[src/hw/rtl/ptmap_pkg.sv]
// Shared types, constants and helpers of the page table mapper.
`timescale 1ns / 1ps
package ptmap_pkg;

  localparam int NumTableFramesDef = 64;
  localparam int EntriesPerTable   = 512;
  localparam int IdxW              = 9;
  localparam int VpnW              = 36;
  localparam int PpnW              = 40;
  localparam int AddrW             = 52;
  localparam int EntryW            = 64;
  localparam int FrameNumW         = 40;
  localparam int ModChunkW         = 10;
  localparam int ModChunks         = 4;
  localparam int ModCntW           = 2;

  localparam logic [1:0] LvlLeaf = 2'd3;
  localparam logic [1:0] LvlLast = 2'd2;
  localparam logic [11:0] EntryFlags = 12'h003;

  typedef enum logic [3:0] {
    ST_CLEAR,
    ST_IDLE,
    ST_READ,
    ST_WAIT,
    ST_RANGE,
    ST_MOD,
    ST_MRED,
    ST_MTAKE,
    ST_CHECK,
    ST_ALLOC,
    ST_LEAF,
    ST_FAIL
  } state_e;

  typedef struct packed {
    logic clr_wr;
    logic load;
    logic rd;
    logic eval;
    logic take_diff;
    logic mod_init;
    logic mod_step;
    logic mod_red;
    logic mod_take;
    logic chk;
    logic alloc_wr;
    logic leaf_wr;
    logic fail;
  } cmd_t;

  typedef struct packed {
    logic clr_last;
    logic entry_zero;
    logic lvl_last;
    logic walk_done;
    logic in_range;
    logic mod_last;
    logic no_room;
    logic out_free;
  } sts_t;

  function automatic logic [IdxW-1:0] level_index(logic [VpnW-1:0] vpn, logic [1:0] lvl);
    logic [IdxW-1:0] r;
    unique case (lvl)
      2'd0:    r = vpn[35:27];
      2'd1:    r = vpn[26:18];
      2'd2:    r = vpn[17:9];
      default: r = vpn[8:0];
    endcase
    return r;
  endfunction

endpackage

[src/hw/rtl/ptmap_ctrl.sv]
// Sequencer of the page table mapper: clear pass, walk, allocation, and leaf write or out-of-frames result.
`timescale 1ns / 1ps
module ptmap_ctrl (
  input  logic              clk_i,
  input  logic              rst_ni,
  input  logic              in_valid_i,
  output logic              in_ready_o,
  input  ptmap_pkg::sts_t   sts_i,
  output ptmap_pkg::cmd_t   cmd_o
);

  ptmap_pkg::state_e state_q, state_d;

  always_ff @(posedge clk_i or negedge rst_ni) begin
    if (!rst_ni) begin
      state_q <= ptmap_pkg::ST_CLEAR;
    end else begin
      state_q <= state_d;
    end
  end

  always_comb begin
    state_d    = state_q;
    cmd_o      = '0;
    in_ready_o = 1'b0;
    unique case (state_q)
      ptmap_pkg::ST_CLEAR: begin
        cmd_o.clr_wr = 1'b1;
        if (sts_i.clr_last) state_d = ptmap_pkg::ST_IDLE;
      end
      ptmap_pkg::ST_IDLE: begin
        in_ready_o = 1'b1;
        if (in_valid_i) begin
          cmd_o.load = 1'b1;
          state_d    = ptmap_pkg::ST_READ;
        end
      end
      ptmap_pkg::ST_READ: begin
        cmd_o.rd = 1'b1;
        state_d  = ptmap_pkg::ST_WAIT;
      end
      ptmap_pkg::ST_WAIT: begin
        if (sts_i.entry_zero) begin
          state_d = ptmap_pkg::ST_CHECK;
        end else begin
          cmd_o.eval = 1'b1;
          state_d    = ptmap_pkg::ST_RANGE;
        end
      end
      ptmap_pkg::ST_RANGE: begin
        if (sts_i.in_range) begin
          cmd_o.take_diff = 1'b1;
          state_d = sts_i.lvl_last ? ptmap_pkg::ST_CHECK : ptmap_pkg::ST_READ;
        end else begin
          cmd_o.mod_init = 1'b1;
          state_d        = ptmap_pkg::ST_MOD;
        end
      end
      ptmap_pkg::ST_MOD: begin
        cmd_o.mod_step = 1'b1;
        state_d        = ptmap_pkg::ST_MRED;
      end
      ptmap_pkg::ST_MRED: begin
        cmd_o.mod_red = 1'b1;
        state_d = sts_i.mod_last ? ptmap_pkg::ST_MTAKE : ptmap_pkg::ST_MOD;
      end
      ptmap_pkg::ST_MTAKE: begin
        cmd_o.mod_take = 1'b1;
        state_d = sts_i.lvl_last ? ptmap_pkg::ST_CHECK : ptmap_pkg::ST_READ;
      end
      ptmap_pkg::ST_CHECK: begin
        cmd_o.chk = 1'b1;
        if (sts_i.no_room)        state_d = ptmap_pkg::ST_FAIL;
        else if (sts_i.walk_done) state_d = ptmap_pkg::ST_LEAF;
        else                      state_d = ptmap_pkg::ST_ALLOC;
      end
      ptmap_pkg::ST_ALLOC: begin
        cmd_o.alloc_wr = 1'b1;
        if (sts_i.lvl_last) state_d = ptmap_pkg::ST_LEAF;
      end
      ptmap_pkg::ST_LEAF: begin
        if (sts_i.out_free) begin
          cmd_o.leaf_wr = 1'b1;
          state_d       = ptmap_pkg::ST_IDLE;
        end
      end
      ptmap_pkg::ST_FAIL: begin
        if (sts_i.out_free) begin
          cmd_o.fail = 1'b1;
          state_d    = ptmap_pkg::ST_IDLE;
        end
      end
      default: state_d = ptmap_pkg::ST_CLEAR;
    endcase
  end

  a_no_accept_in_clear: assert property (@(posedge clk_i) disable iff (!rst_ni)
    state_q == ptmap_pkg::ST_CLEAR |-> !in_ready_o)
    else $error("input taken during clear pass");

  a_one_write: assert property (@(posedge clk_i) disable iff (!rst_ni)
    $countones({cmd_o.clr_wr, cmd_o.alloc_wr, cmd_o.leaf_wr}) <= 1)
    else $error("two table writes in one cycle");

  a_leaf_then_idle: assert property (@(posedge clk_i) disable iff (!rst_ni)
    cmd_o.leaf_wr || cmd_o.fail |=> state_q == ptmap_pkg::ST_IDLE)
    else $error("result issued without return to idle");

endmodule

[config.mk]
export PLATFORM = sky130hd
export DESIGN_NAME = ptmap_ctrl
export DESIGN_NICKNAME = d
export VERILOG_FILES = /design/src/hw/rtl/ptmap_pkg.sv /design/src/hw/rtl/ptmap_ctrl.sv
export SDC_FILE = /design/constraint.sdc
export NUM_CORES = 1
export LEC_CHECK = 0
export BUFFER_PORTS_ARGS = -buffer_cell sky130_fd_sc_hd__buf_2
export CORE_AREA = 2 2 39 41
export DETAILED_ROUTE_END_ITERATION = 8
export DIE_AREA = 0 0 41 43
export PLACE_DENSITY = 0.66
export SKIP_LAST_GASP = 1
export SYNTH_ARGS = -nofsm -noshare
export SYNTH_HDL_FRONTEND = slang
export SYNTH_SLANG_ARGS = --single-unit
[constraint.sdc]
create_clock -name clk_i -period 1.31 [get_ports clk_i]
set_input_delay 0.131 -clock clk_i [delete_from_list [all_inputs] [get_ports clk_i]]
set_output_delay 0.131 -clock clk_i [all_outputs]
set_load 0.01 [all_outputs]
==> impl_results.html, run 1 <==
<table>
<tr><th>Metric</th><th>Value</th></tr>
<tr><th colspan="2">Cells and area</th></tr>
<tr><td>Filler Cells Inserted</td><td>134</td></tr>
<tr><td>Final net count</td><td>125</td></tr>
<tr><td>Final cell area excluding filler cells</td><td>850 um2</td></tr>
<tr><td>Final standard cell count with taps included and fillers excluded</td><td>128</td></tr>
<tr><td>Biggest regs</td><td>state_q x4</td></tr>
<tr><td>Antenna Cells</td><td>0</td></tr>
<tr><td>Most flop-heavy register</td><td>state_q</td></tr>
<tr><td>Layout Area Growth over Synthesis</td><td>77.7%</td></tr>
<tr><td>Share of post-route cells with drive strength above 1</td><td>0.554</td></tr>
<tr><td>Post-Route Utilization</td><td>0.614</td></tr>
<tr><td>Max FFs per register</td><td>4</td></tr>
<tr><th colspan="2">Global route</th></tr>
<tr><td>Via count of the first global-routing pass</td><td>560</td></tr>
<tr><td>Largest net degree at the start of global routing</td><td>9</td></tr>
<tr><td>Global routing usage summed across all routing layers</td><td>0.204</td></tr>
<tr><td>Antenna violations before repair</td><td>0</td></tr>
<tr><td>Wire length of the first global-routing pass</td><td>2300 um</td></tr>
<tr><td>Total global routing overflow</td><td>0</td></tr>
<tr><th colspan="2">Logic synthesis</th></tr>
<tr><td>Unique cell type count in the Yosys netlist</td><td>32</td></tr>
<tr><td>Portion of the post-synthesis area used by sequential elements</td><td>0.209</td></tr>
<tr><td>Post-synthesis net count</td><td>79</td></tr>
<tr><td>Most used standard cell by instance count after synthesis</td><td>sky130_fd_sc_hd__nor2_1</td></tr>
<tr><td>Most area-hungry cell type in the Yosys netlist</td><td>sky130_fd_sc_hd__dfrtp_1</td></tr>
<tr><td>Synth Instances</td><td>68</td></tr>
<tr><td>Number of flip-flops and latches in the synthesized netlist</td><td>4</td></tr>
<tr><td>Mean instance size in the synthesized netlist</td><td>7.03 um2</td></tr>
<tr><td>Number of warnings printed during yosys synthesis</td><td>0</td></tr>
<tr><td>Synth top area share</td><td>0.209</td></tr>
<tr><td>Proportion of register bits with asynchronous set or reset after synthesis</td><td>1.00</td></tr>
<tr><td>Number of flops mapped to enable cells by yosys</td><td>0</td></tr>
<tr><td>Predominant post-synthesis flop cell</td><td>sky130_fd_sc_hd__dfrtp_1</td></tr>
<tr><td>Top cells by count, synth</td><td>sky130_fd_sc_hd__nor2_1 (10), sky130_fd_sc_hd__nand2_1 (8)</td></tr>
<tr><td>Most area-consuming cells after synthesis</td><td>sky130_fd_sc_hd__dfrtp_1 (21%), sky130_fd_sc_hd__nor2_1 (7.9%), sky130_fd_sc_hd__nand2_1 (6.3%)</td></tr>
<tr><td>Netlist area before placement</td><td>478 um2</td></tr>
<tr><th colspan="2">Timing</th></tr>
<tr><td>Tcrit/Tclk final</td><td>1.13</td></tr>
<tr><td>Worst-Margin Slew</td><td>0.272 ns</td></tr>
<tr><td>Hold Vio Cnt, Final</td><td>0</td></tr>
<tr><td>Min Clock Period, post-route</td><td>1.48 ns</td></tr>
<tr><td>Setup-failing EPs final</td><td>16</td></tr>
<tr><td>Minimum hold slack</td><td>0.182 ns</td></tr>
<tr><td>Highest clock rate</td><td>675 MHz</td></tr>
<tr><td>Clock Skew</td><td>0.000979 ns</td></tr>
<tr><td>Max-slew headroom at the worst pin</td><td>0.819</td></tr>
<tr><td>Unrepaired setup endpoints after global routing</td><td>true</td></tr>
<tr><td>Count of pins over their slew limit</td><td>0</td></tr>
<tr><td>Setup ws final</td><td>-0.171 ns</td></tr>
<tr><th colspan="2">Clock network</th></tr>
<tr><td>CTS tree</td><td>yes</td></tr>
<tr><td>Latest clock arrival within the worst-skew pair</td><td>0.24 ns</td></tr>
<tr><td>Clock-pin slew of the registers on the worst-case setup and hold paths</td><td>0.04 ns</td></tr>
<tr><td>Number of H-tree levels</td><td>1</td></tr>
<tr><td>Number of sinks handled by clock tree synthesis</td><td>4</td></tr>
<tr><td>Total CTS buffers</td><td>3</td></tr>
<tr><td>Cell chosen for the clock root</td><td>sky130_fd_sc_hd__clkbuf_4</td></tr>
<tr><td>Bufs on Longest Clock Path</td><td>2</td></tr>
<tr><th colspan="2">Critical path</th></tr>
<tr><td>Critical path required time</td><td>1.18 ns</td></tr>
<tr><td>Max FO, Critical Path</td><td>5</td></tr>
<tr><td>Critical path class</td><td>flip-flop to output port</td></tr>
<tr><td>Data arrival time at the worst-slack endpoint</td><td>1.35 ns</td></tr>
<tr><td>Endpoint type of the worst setup path</td><td>output port</td></tr>
<tr><td>Startpoint types</td><td>flip-flop</td></tr>
<tr><th colspan="2">Status</th></tr>
<tr><td>Violated checks</td><td>negative setup slack</td></tr>
<tr><td>Outcome</td><td>finished with violations</td></tr>
<tr><th colspan="2">Placed design</th></tr>
<tr><td>IO Port Bufs</td><td>24</td></tr>
<tr><td>Standard cell area after detailed placement</td><td>699 um2</td></tr>
<tr><td>Final weighted congestion in routability-driven placement</td><td>0.906</td></tr>
<tr><td>Pre-CTS setup slack</td><td>-0.0992 ns</td></tr>
<tr><td>Total placed cells including tap cells</td><td>117</td></tr>
<tr><td>HPWL after DPL</td><td>1200 um</td></tr>
<tr><th colspan="2">Detailed routing</th></tr>
<tr><td>Wire length reported by the detailed router</td><td>1740 um</td></tr>
<tr><td>Count of nets left with antenna violations after detail routing</td><td>0</td></tr>
<tr><td>Mean routed wirelength per cell</td><td>13.6 um</td></tr>
<tr><td>Final routed DRC violation total</td><td>0</td></tr>
<tr><td>Vias</td><td>688</td></tr>
<tr><td>DR iter-0 viols</td><td>9</td></tr>
<tr><td>Number of detailed-route iterations in the first pass</td><td>4</td></tr>
<tr><td>Detail-routed via count per cell</td><td>5.38</td></tr>
<tr><th colspan="2">Power and ir drop</th></tr>
<tr><td>Pwr dens</td><td>2500 mW/mm2</td></tr>
<tr><td>Leakage power figure</td><td>0.423 nW</td></tr>
<tr><td>Maximum resistive drop on vdd</td><td>1120 uV</td></tr>
<tr><th colspan="2">Floorplan</th></tr>
<tr><td>Die Outline Area</td><td>0.00176 mm2</td></tr>
<tr><td>Area inside the core boundary</td><td>0.00138 mm2</td></tr>
<tr><td>Starting density of the core</td><td>0.345</td></tr>
<tr><td>Cell row count</td><td>14</td></tr>
<tr><td>Io pins</td><td>25</td></tr>
<tr><td>Die Height</td><td>43 um</td></tr>
<tr><td>Die width</td><td>41 um</td></tr>
<tr><th colspan="2">Hold path</th></tr>
<tr><td>Hold WC Path Type</td><td>input pin to flip-flop</td></tr>
<tr><th colspan="2">Flow run</th></tr>
<tr><td>Maximum capacitance violations</td><td>0</td></tr>
</table>
==> worst paths after layout <==
path	endpoint	slack [ns]	start	cells after the start
min	state_q[3]	0.18	sts_i[5]	3
min reg2reg	state_q[2]	0.66	state_q[3]	3
max	cmd_o[8]	-0.17	state_q[2]	3
min in group asynchronous	state_q[0]	0.23	rst_ni	2
max in group asynchronous	state_q[1]	0.96	rst_ni	2
max reg2reg	state_q[1]	-0.12	state_q[0]	5
==> through the flow <==
| stage | power (W) | setup TNS [ns] |
|---|---|---|
| after floorplan | 0.00106 | -0.0345 |
| after global placement | 0.00155 | -0.0840 |
| after detailed placement | 0.00157 | -0.158 |
| after CTS | 0.00197 | -1.63 |
| after global routing | 0.00226 | -2.70 |
| final | 0.00212 | -1.62 |
==> critical path, stage by stage, from the launching register on <==
cell and delay, ns:
sky130_fd_sc_hd__dfrtp_1 0.37, sky130_fd_sc_hd__or2b_4 0.32, sky130_fd_sc_hd__nor4b_2 0.25, sky130_fd_sc_hd__buf_2 0.17
==> metal layers <==
layer | share of wire | vias to the layer above | track usage | wire length (um)
met1 | 0.40 | 314 | 0.233 | 688
met2 | 0.51 | 35 | 0.325 | 883
met3 | 0.053 | 10 | 0.0157 | 92
met5 | 0 | - | 0 | 0
li1 | - | 329 | - | -
met4 | 0.043 | 0 | 0.160 | 75
==> area by class of cell <==
type	count	area (um2)	share of cell area
well taps	16	20.0	0.0236
inverters	2	7.51	0.00884
multi-input cells	56	380	0.448
flip-flops and latches	4	101	0.119
repair buffers	47	318	0.374
clock buffers	3	22.5	0.0265
==> kinds of logic (layout without fill, tap and decap cells) <==
logic type | Yosys count | after routing | share of synthesized area
buffers and inverters | 8 | 52 | 0.0890
and+or+nand+nor | 39 | 39 | 0.429
AOI/OAI and AO/OA | 15 | 15 | 0.225
DFF | 4 | 4 | 0.209
muxes | 2 | 2 | 0.0471
==> repair_timing <==
| action | CTS | global route |
|---|---|---|
| hold buffers | 1 | 0 |
| endpoints found under the hold margin | 4 | 0 |
| gates resized for setup | 12 | 6 |
| setup endpoints to repair | 17 | 17 |
| setup buffers | 4 | 3 |
| pin swaps | 3 | 4 |
==> power by group <==
group          internal [W]  switching, W  total [W]
clock network      0.000103     0.0000540   0.000157
registers          0.000193     0.0000798   0.000273
logic              0.000904      0.000787    0.00169
total               0.00120      0.000921    0.00212
==> cell usage in the layout, fill, tap and decap left out, types with 2 or more instances in the layout <==
master and n:
sky130_fd_sc_hd__nor3_1 4, sky130_fd_sc_hd__nand2_1 6, sky130_fd_sc_hd__nor2_1 7, sky130_fd_sc_hd__buf_6 6, sky130_fd_sc_hd__buf_2 24, sky130_fd_sc_hd__and2b_1 2
sky130_fd_sc_hd__clkbuf_4 3, sky130_fd_sc_hd__a221oi_1 2, sky130_fd_sc_hd__nor3b_1 2, sky130_fd_sc_hd__dfrtp_1 3, sky130_fd_sc_hd__inv_1 2, sky130_fd_sc_hd__a21oi_1 4
sky130_fd_sc_hd__nor2_2 2, sky130_fd_sc_hd__nand2_2 2, sky130_fd_sc_hd__nand2b_1 3, sky130_fd_sc_hd__buf_4 16
Power figures use the tool's default switching activity.
==> inputs of run 2 (changes only) <==
- ABC_CLOCK_PERIOD_IN_PS: not set -> 1310
- CAP_MARGIN: not set -> 5
- PLACE_DENSITY: 0.66 -> 0.75
==> impl_results.html, run 2 (same netlist as run 1, synthesis figures left out) <==
<table>
<tr><th>Metric</th><th>Value</th></tr>
<tr><th colspan="2">Floorplan</th></tr>
<tr><td>Die width</td><td>41 um (unchanged)</td></tr>
<tr><td>Die Height</td><td>43 um (unchanged)</td></tr>
<tr><td>Io pins</td><td>25 (unchanged)</td></tr>
<tr><td>Area inside the core boundary</td><td>0.00138 mm2 (unchanged)</td></tr>
<tr><td>Cell row count</td><td>14 (unchanged)</td></tr>
<tr><td>Starting density of the core</td><td>0.345 (unchanged)</td></tr>
<tr><td>Die Outline Area</td><td>0.00176 mm2 (unchanged)</td></tr>
<tr><th colspan="2">Cells and area</th></tr>
<tr><td>Share of post-route cells with drive strength above 1</td><td>0.615 (was 0.554)</td></tr>
<tr><td>Biggest regs</td><td>state_q x4 (unchanged)</td></tr>
<tr><td>Most common cell after layout, fill and taps aside</td><td>sky130_fd_sc_hd__buf_2 (unchanged)</td></tr>
<tr><td>Final net count</td><td>122 (was 125)</td></tr>
<tr><td>Commonest non-fill, non-tap cells in the layout</td><td>sky130_fd_sc_hd__buf_2 (22), sky130_fd_sc_hd__buf_4 (12), sky130_fd_sc_hd__buf_6 (9) (was sky130_fd_sc_hd__buf_2 (24), sky130_fd_sc_hd__buf_4 (16), sky130_fd_sc_hd__nor2_1 (7))</td></tr>
<tr><td>Layout Area Growth over Synthesis</td><td>83.5% (was 77.7%)</td></tr>
<tr><td>Max FFs per register</td><td>4 (unchanged)</td></tr>
<tr><td>Final standard cell count with taps included and fillers excluded</td><td>125 (was 128)</td></tr>
<tr><td>Post-Route Utilization</td><td>0.634 (was 0.614)</td></tr>
<tr><td>Most flop-heavy register</td><td>state_q (unchanged)</td></tr>
<tr><td>Antenna Cells</td><td>0 (unchanged)</td></tr>
<tr><th colspan="2">Timing</th></tr>
<tr><td>Tcrit/Tclk final</td><td>1.14 (was 1.13)</td></tr>
<tr><td>Hold Vio Cnt, Final</td><td>0 (unchanged)</td></tr>
<tr><td>Unrepaired setup endpoints after global routing</td><td>true (unchanged)</td></tr>
<tr><td>Highest clock rate</td><td>669 MHz (was 675 MHz)</td></tr>
<tr><td>Setup ws final</td><td>-0.184 ns (was -0.171 ns)</td></tr>
<tr><td>Worst-Margin Slew</td><td>0.276 ns (was 0.272 ns)</td></tr>
<tr><td>Count of pins over their slew limit</td><td>0 (unchanged)</td></tr>
<tr><td>Min Clock Period, post-route</td><td>1.49 ns (was 1.48 ns)</td></tr>
<tr><td>Setup TNS</td><td>-1.67 ns (was -1.62 ns)</td></tr>
<tr><td>Minimum hold slack</td><td>0.178 ns (was 0.182 ns)</td></tr>
<tr><td>Clock Skew</td><td>0.00493 ns (was 0.000979 ns)</td></tr>
<tr><td>Setup-failing EPs final</td><td>16 (unchanged)</td></tr>
<tr><td>Max-slew headroom at the worst pin</td><td>0.815 (was 0.819)</td></tr>
<tr><th colspan="2">Global route</th></tr>
<tr><td>Via count of the first global-routing pass</td><td>629 (was 560)</td></tr>
<tr><td>Wire length of the first global-routing pass</td><td>2500 um (was 2300 um)</td></tr>
<tr><td>Largest net degree at the start of global routing</td><td>11 (was 9)</td></tr>
<tr><td>Global routing usage summed across all routing layers</td><td>0.200 (was 0.204)</td></tr>
<tr><td>Antenna violations before repair</td><td>0 (unchanged)</td></tr>
<tr><td>Total global routing overflow</td><td>0 (unchanged)</td></tr>
<tr><th colspan="2">Power and ir drop</th></tr>
<tr><td>Post-layout power</td><td>0.00218 W (was 0.00212 W)</td></tr>
<tr><td>Maximum resistive drop on vdd</td><td>1100 uV (was 1120 uV)</td></tr>
<tr><td>Internal power component</td><td>0.00123 W (was 0.00120 W)</td></tr>
<tr><td>Clock power frac</td><td>0.066 (was 0.074)</td></tr>
<tr><td>NetSw</td><td>0.000950 W (was 0.000921 W)</td></tr>
<tr><td>Reg power frac</td><td>0.130 (was 0.129)</td></tr>
<tr><td>Switching power as a share of total power</td><td>0.436 (was 0.434)</td></tr>
<tr><td>Pwr dens</td><td>2480 mW/mm2 (was 2500 mW/mm2)</td></tr>
<tr><td>Leakage power figure</td><td>0.413 nW (was 0.423 nW)</td></tr>
<tr><td>Logic pwr share</td><td>0.804 (was 0.798)</td></tr>
<tr><th colspan="2">Detailed routing</th></tr>
<tr><td>Wire length on met1</td><td>674 um (was 688 um)</td></tr>
<tr><td>Detail-routed via count per cell</td><td>5.06 (was 5.38)</td></tr>
<tr><td>Wire length reported by the detailed router</td><td>1630 um (was 1740 um)</td></tr>
<tr><td>Top layer in use</td><td>met4 (unchanged)</td></tr>
<tr><td>Met2 wire len</td><td>867 um (was 883 um)</td></tr>
<tr><td>Count of nets left with antenna violations after detail routing</td><td>0 (unchanged)</td></tr>
<tr><td>Vias</td><td>633 (was 688)</td></tr>
<tr><td>DR iter-0 viols</td><td>10 (was 9)</td></tr>
<tr><td>DR WL met3</td><td>62 um (was 92 um)</td></tr>
<tr><td>Mean routed wirelength per cell</td><td>13.0 um (was 13.6 um)</td></tr>
<tr><td>Number of detailed-route iterations in the first pass</td><td>4 (unchanged)</td></tr>
<tr><td>Final routed DRC violation total</td><td>0 (unchanged)</td></tr>
<tr><th colspan="2">Placed design</th></tr>
<tr><td>IO Port Bufs</td><td>24 (unchanged)</td></tr>
<tr><td>HPWL after DPL</td><td>1140 um (was 1200 um)</td></tr>
<tr><td>Final weighted congestion in routability-driven placement</td><td>0.918 (was 0.906)</td></tr>
<tr><td>Total placed cells including tap cells</td><td>116 (was 117)</td></tr>
<tr><th colspan="2">Clock network</th></tr>
<tr><td>Number of H-tree levels</td><td>1 (unchanged)</td></tr>
<tr><td>Total CTS buffers</td><td>3 (unchanged)</td></tr>
<tr><td>Number of sinks handled by clock tree synthesis</td><td>4 (unchanged)</td></tr>
<tr><td>Bufs on Longest Clock Path</td><td>2 (unchanged)</td></tr>
<tr><td>Cell chosen for the clock root</td><td>sky130_fd_sc_hd__clkbuf_4 (unchanged)</td></tr>
<tr><td>CTS tree</td><td>yes (unchanged)</td></tr>
<tr><td>Latest clock arrival within the worst-skew pair</td><td>0.23 ns (was 0.24 ns)</td></tr>
<tr><td>Clock-pin slew of the registers on the worst-case setup and hold paths</td><td>0.04 ns (about the same)</td></tr>
<tr><th colspan="2">Critical path</th></tr>
<tr><td>Critical path required time</td><td>1.42 ns (was 1.18 ns)</td></tr>
<tr><td>Max FO, Critical Path</td><td>5 (unchanged)</td></tr>
<tr><td>Maximum single-stage delay on the critical path</td><td>0.41 ns (was 0.37 ns)</td></tr>
<tr><td>Data arrival time at the worst-slack endpoint</td><td>1.60 ns (was 1.35 ns)</td></tr>
<tr><td>Cell depth of the worst flop-to-flop path</td><td>4 (was 5)</td></tr>
<tr><td>Critical path class</td><td>flip-flop to flip-flop (was flip-flop to output port)</td></tr>
<tr><td>Crit path cell chain</td><td>or2_4 &gt; buf_6 &gt; o311a_1 &gt; a22o_1 (was or2b_4 &gt; nor4b_2 &gt; buf_2)</td></tr>
<tr><td>Levels on crit path</td><td>4 (was 3)</td></tr>
<tr><td>Buf+Inv Stages, Crit Path</td><td>1 (unchanged)</td></tr>
<tr><td>Top cell family by delay on the critical path</td><td>compound AO/OA/AOI/OAI gates (was simple AND/OR/NAND/NOR gates)</td></tr>
<tr><td>Startpoint types</td><td>flip-flop (unchanged)</td></tr>
<tr><td>Endpoint type of the worst setup path</td><td>flip-flop (was output port)</td></tr>
<tr><td>Worst path slowest cell</td><td>sky130_fd_sc_hd__dfrtp_1 (unchanged)</td></tr>
<tr><th colspan="2">Hold path</th></tr>
<tr><td>Number of cells on the worst hold path</td><td>3 (unchanged)</td></tr>
<tr><td>Hold WC Path Type</td><td>input pin to flip-flop (unchanged)</td></tr>
<tr><th colspan="2">Status</th></tr>
<tr><td>Violated checks</td><td>negative setup slack (unchanged)</td></tr>
<tr><td>Outcome</td><td>finished with violations (unchanged)</td></tr>
<tr><th colspan="2">Flow run</th></tr>
<tr><td>Maximum capacitance violations</td><td>0 (unchanged)</td></tr>
</table>
run 2: cell types whose count changed in the layout (fill, tap and decap cells not counted), moves of 2 or more:
cell,previous run,this run
sky130_fd_sc_hd__buf_2,24,22
sky130_fd_sc_hd__buf_4,16,12
sky130_fd_sc_hd__nor2_1,7,5
sky130_fd_sc_hd__buf_6,6,9
run 2: path summary, 6_finish.rpt:
| path | start | end | slack (ns) |
|---|---|---|---|
| worst min register to register | state_q[3] | state_q[2] | 0.68 |
| min in group asynchronous | rst_ni | state_q[0] | 0.24 |
| worst max-delay path | state_q[2] | state_q[0] | -0.18 |
| worst max register to register | state_q[2] | state_q[0] | -0.18 |
| max in group asynchronous | rst_ni | state_q[1] | 0.94 |
| worst min-delay path | sts_i[5] | state_q[3] | 0.18 |
run 2: repair_timing:
action | 4_1_cts | 5_1_grt
hold buffers | 1 | 0
pin swaps | 8 | 7
buffers inserted | 5 | 1
endpoints found under the hold margin | 4 | 0
gates resized for setup | 14 | 18
endpoints found under the setup margin | 17 | 18
run 2: layout make-up:
cell class              instances  area (um2)
fillers                       123         507
clock buffers                   3        22.5
inverters                       2        7.51
flip-flops and latches          4         101
multi-input cells              56         414
repair buffers                 44         312
well taps                      16        20.0
run 2: power groups by stage:
stage	Combinational [W]	Clock, W	Sequential (W)
floorplan	0.000826	0	0.000232
global placement	0.00126	0	0.000254
detailed placement	0.00129	0	0.000258
CTS	0.00156	0.000148	0.000272
global route	0.00187	0.000161	0.000298
finish	0.00175	0.000144	0.000283
run 2: worst min-delay path: cells and delay by family:
family,cells,cell delay [ns]
buf+inv,1,0.10
compound gates,1,0.07
simple gates,1,0.05
run 2: per-stage QoR:
stage / instance area (um2) / worst slack, ns
6_report: 877 / -0.184
5_1_grt: 877 / -0.227
4_1_cts: 813 / -0.154
3_5_place_dp: 692 / -0.103
3_3_place_gp: 692 / -0.0473
2_1_floorplan: 482 / -0.0345
run 2: routing by layer:
layer  vias to the layer above  global-route usage
li1                        320                   -
met1                       296               0.238
met2                        15               0.338
met3                         2              0.0314
met4                         0              0.0733
met5                         -                   0
==> inputs of run 3 (changes only) <==
--- a/constraint.sdc
+++ b/constraint.sdc
@@ -3,2 +3,2 @@
 set_output_delay 0.131 -clock clk_i [all_outputs]
-set_load 0.01 [all_outputs]
+set_load 0.1 [all_outputs]
==> impl_results.html, run 3 (same netlist as run 1, synthesis figures left out) <==
<table>
<tr><th>Metric</th><th>Value</th></tr>
<tr><th colspan="2">Cells and area</th></tr>
<tr><td>Final net count</td><td>125 (was 122)</td></tr>
<tr><td>Max FFs per register</td><td>4 (unchanged)</td></tr>
<tr><td>Most common cell after layout, fill and taps aside</td><td>sky130_fd_sc_hd__buf_4 (was sky130_fd_sc_hd__buf_2)</td></tr>
<tr><td>Post-Route Utilization</td><td>0.883 (was 0.634)</td></tr>
<tr><td>Filler Cells Inserted</td><td>56 (was 123)</td></tr>
<tr><td>Antenna Cells</td><td>0 (unchanged)</td></tr>
<tr><td>Layout Area Growth over Synthesis</td><td>156% (was 83.5%)</td></tr>
<tr><td>Commonest non-fill, non-tap cells in the layout</td><td>sky130_fd_sc_hd__buf_4 (16), sky130_fd_sc_hd__buf_12 (15), sky130_fd_sc_hd__buf_2 (10) (was sky130_fd_sc_hd__buf_2 (22), sky130_fd_sc_hd__buf_4 (12), sky130_fd_sc_hd__buf_6 (9))</td></tr>
<tr><td>Share of post-route cells with drive strength above 1</td><td>0.705 (was 0.615)</td></tr>
<tr><td>Most flop-heavy register</td><td>state_q (unchanged)</td></tr>
<tr><td>Biggest regs</td><td>state_q x4 (unchanged)</td></tr>
<tr><th colspan="2">Critical path</th></tr>
<tr><td>Start point of the critical path</td><td>state_q[3] (was state_q[2])</td></tr>
<tr><td>Critical path class</td><td>flip-flop to output port (was flip-flop to flip-flop)</td></tr>
<tr><td>Endpoint type of the worst setup path</td><td>output port (was flip-flop)</td></tr>
<tr><td>Data arrival time at the worst-slack endpoint</td><td>1.44 ns (was 1.60 ns)</td></tr>
<tr><td>Critical path required time</td><td>1.18 ns (was 1.42 ns)</td></tr>
<tr><td>Setup slack on the worst flop-to-flop path</td><td>-0.16 ns (was -0.18 ns)</td></tr>
<tr><td>Cell depth of the worst flop-to-flop path</td><td>4 (unchanged)</td></tr>
<tr><td>End point of the critical path</td><td>cmd_o[8] (was state_q[0])</td></tr>
<tr><td>Top cell family by delay on the critical path</td><td>simple AND/OR/NAND/NOR gates (was compound AO/OA/AOI/OAI gates)</td></tr>
<tr><td>Worst path slowest cell</td><td>sky130_fd_sc_hd__dfrtp_1 (unchanged)</td></tr>
<tr><td>End of the worst register-to-register path</td><td>state_q[0] (unchanged)</td></tr>
<tr><td>Levels on crit path</td><td>3 (was 4)</td></tr>
<tr><td>Crit path cell chain</td><td>or2b_4 &gt; nor4b_4 &gt; buf_12 (was or2_4 &gt; buf_6 &gt; o311a_1 &gt; a22o_1)</td></tr>
<tr><td>Maximum single-stage delay on the critical path</td><td>0.41 ns (about the same)</td></tr>
<tr><td>Max FO, Critical Path</td><td>5 (unchanged)</td></tr>
<tr><td>Worst r2r src</td><td>state_q[2] (unchanged)</td></tr>
<tr><td>Startpoint types</td><td>flip-flop (unchanged)</td></tr>
<tr><td>Buf+Inv Stages, Crit Path</td><td>1 (unchanged)</td></tr>
<tr><th colspan="2">Timing</th></tr>
<tr><td>Max-slew headroom at the worst pin</td><td>0.806 (was 0.815)</td></tr>
<tr><td>Tcrit/Tclk final</td><td>1.20 (was 1.14)</td></tr>
<tr><td>Hold Vio Cnt, Final</td><td>0 (unchanged)</td></tr>
<tr><td>Setup ws final</td><td>-0.262 ns (was -0.184 ns)</td></tr>
<tr><td>Clock Skew</td><td>0.00121 ns (was 0.00493 ns)</td></tr>
<tr><td>Setup-failing EPs final</td><td>16 (unchanged)</td></tr>
<tr><td>Count of pins over their slew limit</td><td>0 (unchanged)</td></tr>
<tr><td>Worst-Margin Slew</td><td>0.291 ns (was 0.276 ns)</td></tr>
<tr><td>Highest clock rate</td><td>636 MHz (was 669 MHz)</td></tr>
<tr><td>Min Clock Period, post-route</td><td>1.57 ns (was 1.49 ns)</td></tr>
<tr><td>Unrepaired setup endpoints after global routing</td><td>true (unchanged)</td></tr>
<tr><th colspan="2">Detailed routing</th></tr>
<tr><td>Wire length reported by the detailed router</td><td>2050 um (was 1630 um)</td></tr>
<tr><td>Vias</td><td>695 (was 633)</td></tr>
<tr><td>Final routed DRC violation total</td><td>0 (unchanged)</td></tr>
<tr><td>Detail-routed via count per cell</td><td>5.43 (was 5.06)</td></tr>
<tr><td>Mean routed wirelength per cell</td><td>16.0 um (was 13.0 um)</td></tr>
<tr><td>Count of nets left with antenna violations after detail routing</td><td>0 (unchanged)</td></tr>
<tr><td>Number of detailed-route iterations in the first pass</td><td>4 (unchanged)</td></tr>
<tr><td>DR iter-0 viols</td><td>8 (was 10)</td></tr>
<tr><th colspan="2">Floorplan</th></tr>
<tr><td>Starting density of the core</td><td>0.345 (unchanged)</td></tr>
<tr><td>Die width</td><td>41 um (unchanged)</td></tr>
<tr><td>Die Height</td><td>43 um (unchanged)</td></tr>
<tr><td>Area inside the core boundary</td><td>0.00138 mm2 (unchanged)</td></tr>
<tr><td>Die Outline Area</td><td>0.00176 mm2 (unchanged)</td></tr>
<tr><td>Cell row count</td><td>14 (unchanged)</td></tr>
<tr><td>Io pins</td><td>25 (unchanged)</td></tr>
<tr><th colspan="2">Flow run</th></tr>
<tr><td>Maximum capacitance violations</td><td>0 (unchanged)</td></tr>
<tr><th colspan="2">Global route</th></tr>
<tr><td>Largest net degree at the start of global routing</td><td>12 (was 11)</td></tr>
<tr><td>Via count of the first global-routing pass</td><td>713 (was 629)</td></tr>
<tr><td>Antenna violations before repair</td><td>0 (unchanged)</td></tr>
<tr><td>Global routing usage summed across all routing layers</td><td>0.253 (was 0.200)</td></tr>
<tr><td>Total global routing overflow</td><td>0 (unchanged)</td></tr>
<tr><td>Wire length of the first global-routing pass</td><td>3060 um (was 2500 um)</td></tr>
<tr><th colspan="2">Clock network</th></tr>
<tr><td>Bufs on Longest Clock Path</td><td>2 (unchanged)</td></tr>
<tr><td>Number of H-tree levels</td><td>1 (unchanged)</td></tr>
<tr><td>Clock-pin slew of the registers on the worst-case setup and hold paths</td><td>0.04 ns (about the same)</td></tr>
<tr><td>Cell chosen for the clock root</td><td>sky130_fd_sc_hd__clkbuf_4 (unchanged)</td></tr>
<tr><td>Total CTS buffers</td><td>3 (unchanged)</td></tr>
<tr><td>CTS tree</td><td>yes (unchanged)</td></tr>
<tr><td>Latest clock arrival within the worst-skew pair</td><td>0.23 ns (about the same)</td></tr>
<tr><td>Number of sinks handled by clock tree synthesis</td><td>4 (unchanged)</td></tr>
<tr><th colspan="2">Hold path</th></tr>
<tr><td>Hold WC Path Type</td><td>input pin to flip-flop (unchanged)</td></tr>
<tr><td>Hold Startpoint</td><td>sts_i[5] (unchanged)</td></tr>
<tr><th colspan="2">Placed design</th></tr>
<tr><td>IO Port Bufs</td><td>24 (unchanged)</td></tr>
<tr><td>Final weighted congestion in routability-driven placement</td><td>0.883 (was 0.918)</td></tr>
<tr><td>Pre-CTS setup slack</td><td>-0.117 ns (was -0.103 ns)</td></tr>
<tr><td>HPWL after DPL</td><td>1340 um (was 1140 um)</td></tr>
<tr><th colspan="2">Status</th></tr>
<tr><td>Outcome</td><td>finished with violations (unchanged)</td></tr>
<tr><td>Violated checks</td><td>negative setup slack (unchanged)</td></tr>
</table>
run 3: changes by cell type in the layout (fill, tap and decap cells not counted), sizes merged:
cell  change
buf       +3
run 3: worst min-delay path by stage:
| stage | cells past startpoint | endpoint |
|---|---|---|
| floorplan | 0 | state_q[0] |
| global placement | 1 | state_q[3] |
| detailed placement | 1 | state_q[2] |
| CTS | 3 | state_q[3] |
| global route | 3 | state_q[3] |
| finish | 3 | state_q[3] |
run 3: what timing repair did:
| action | 4_1_cts | 5_1_grt |
|---|---|---|
| gates resized for setup | 12 | 8 |
| hold buffers | 1 | 0 |
| pin swaps | 2 | 5 |
| hold endpoints to repair | 4 | 0 |
| setup endpoints to repair | 17 | 17 |
| buffers inserted | 4 | 5 |
run 3: layout make-up:
| class | instances | area, um2 | area share |
|---|---|---|---|
| multi-input cells | 56 | 534 | 0.437 |
| flip-flops and latches | 4 | 101 | 0.0829 |
| well taps | 16 | 20.0 | 0.0164 |
| clock buffers | 3 | 22.5 | 0.0184 |
| repair buffers | 47 | 537 | 0.439 |
| inverters | 2 | 7.51 | 0.00614 |
run 3: stage by stage:
step,setup TNS (ns),hold WS (ns),area (um2),cells
after floorplan,-3.78,-0.165,641,68
after global placement,-0.444,-0.0605,1040,115
after detailed placement,-0.780,-0.0593,1040,115
after CTS,-3.37,0.187,1140,123
after global routing,-3.97,0.205,1220,128
final,-3.29,0.199,1220,128
run 3: worst min-delay path: stages:
cell                       delay, ns
sky130_fd_sc_hd__buf_2          0.11
sky130_fd_sc_hd__nand2_1        0.05
sky130_fd_sc_hd__o211ai_1       0.09
run 3: per-layer routing:
metal  vias to the layer above  wire length (um)  global-route usage
met5                         -                 0                   0
met4                         0                36               0.100
met3                         4               109              0.0733
met2                        32              1110               0.422
met1                       323               801               0.284
li1                        336                 -                   -
Power of run 3 is left out: the tool's default activity adds up to more than one toggle a clock period on the data nets, which glitch-free logic cannot reach.
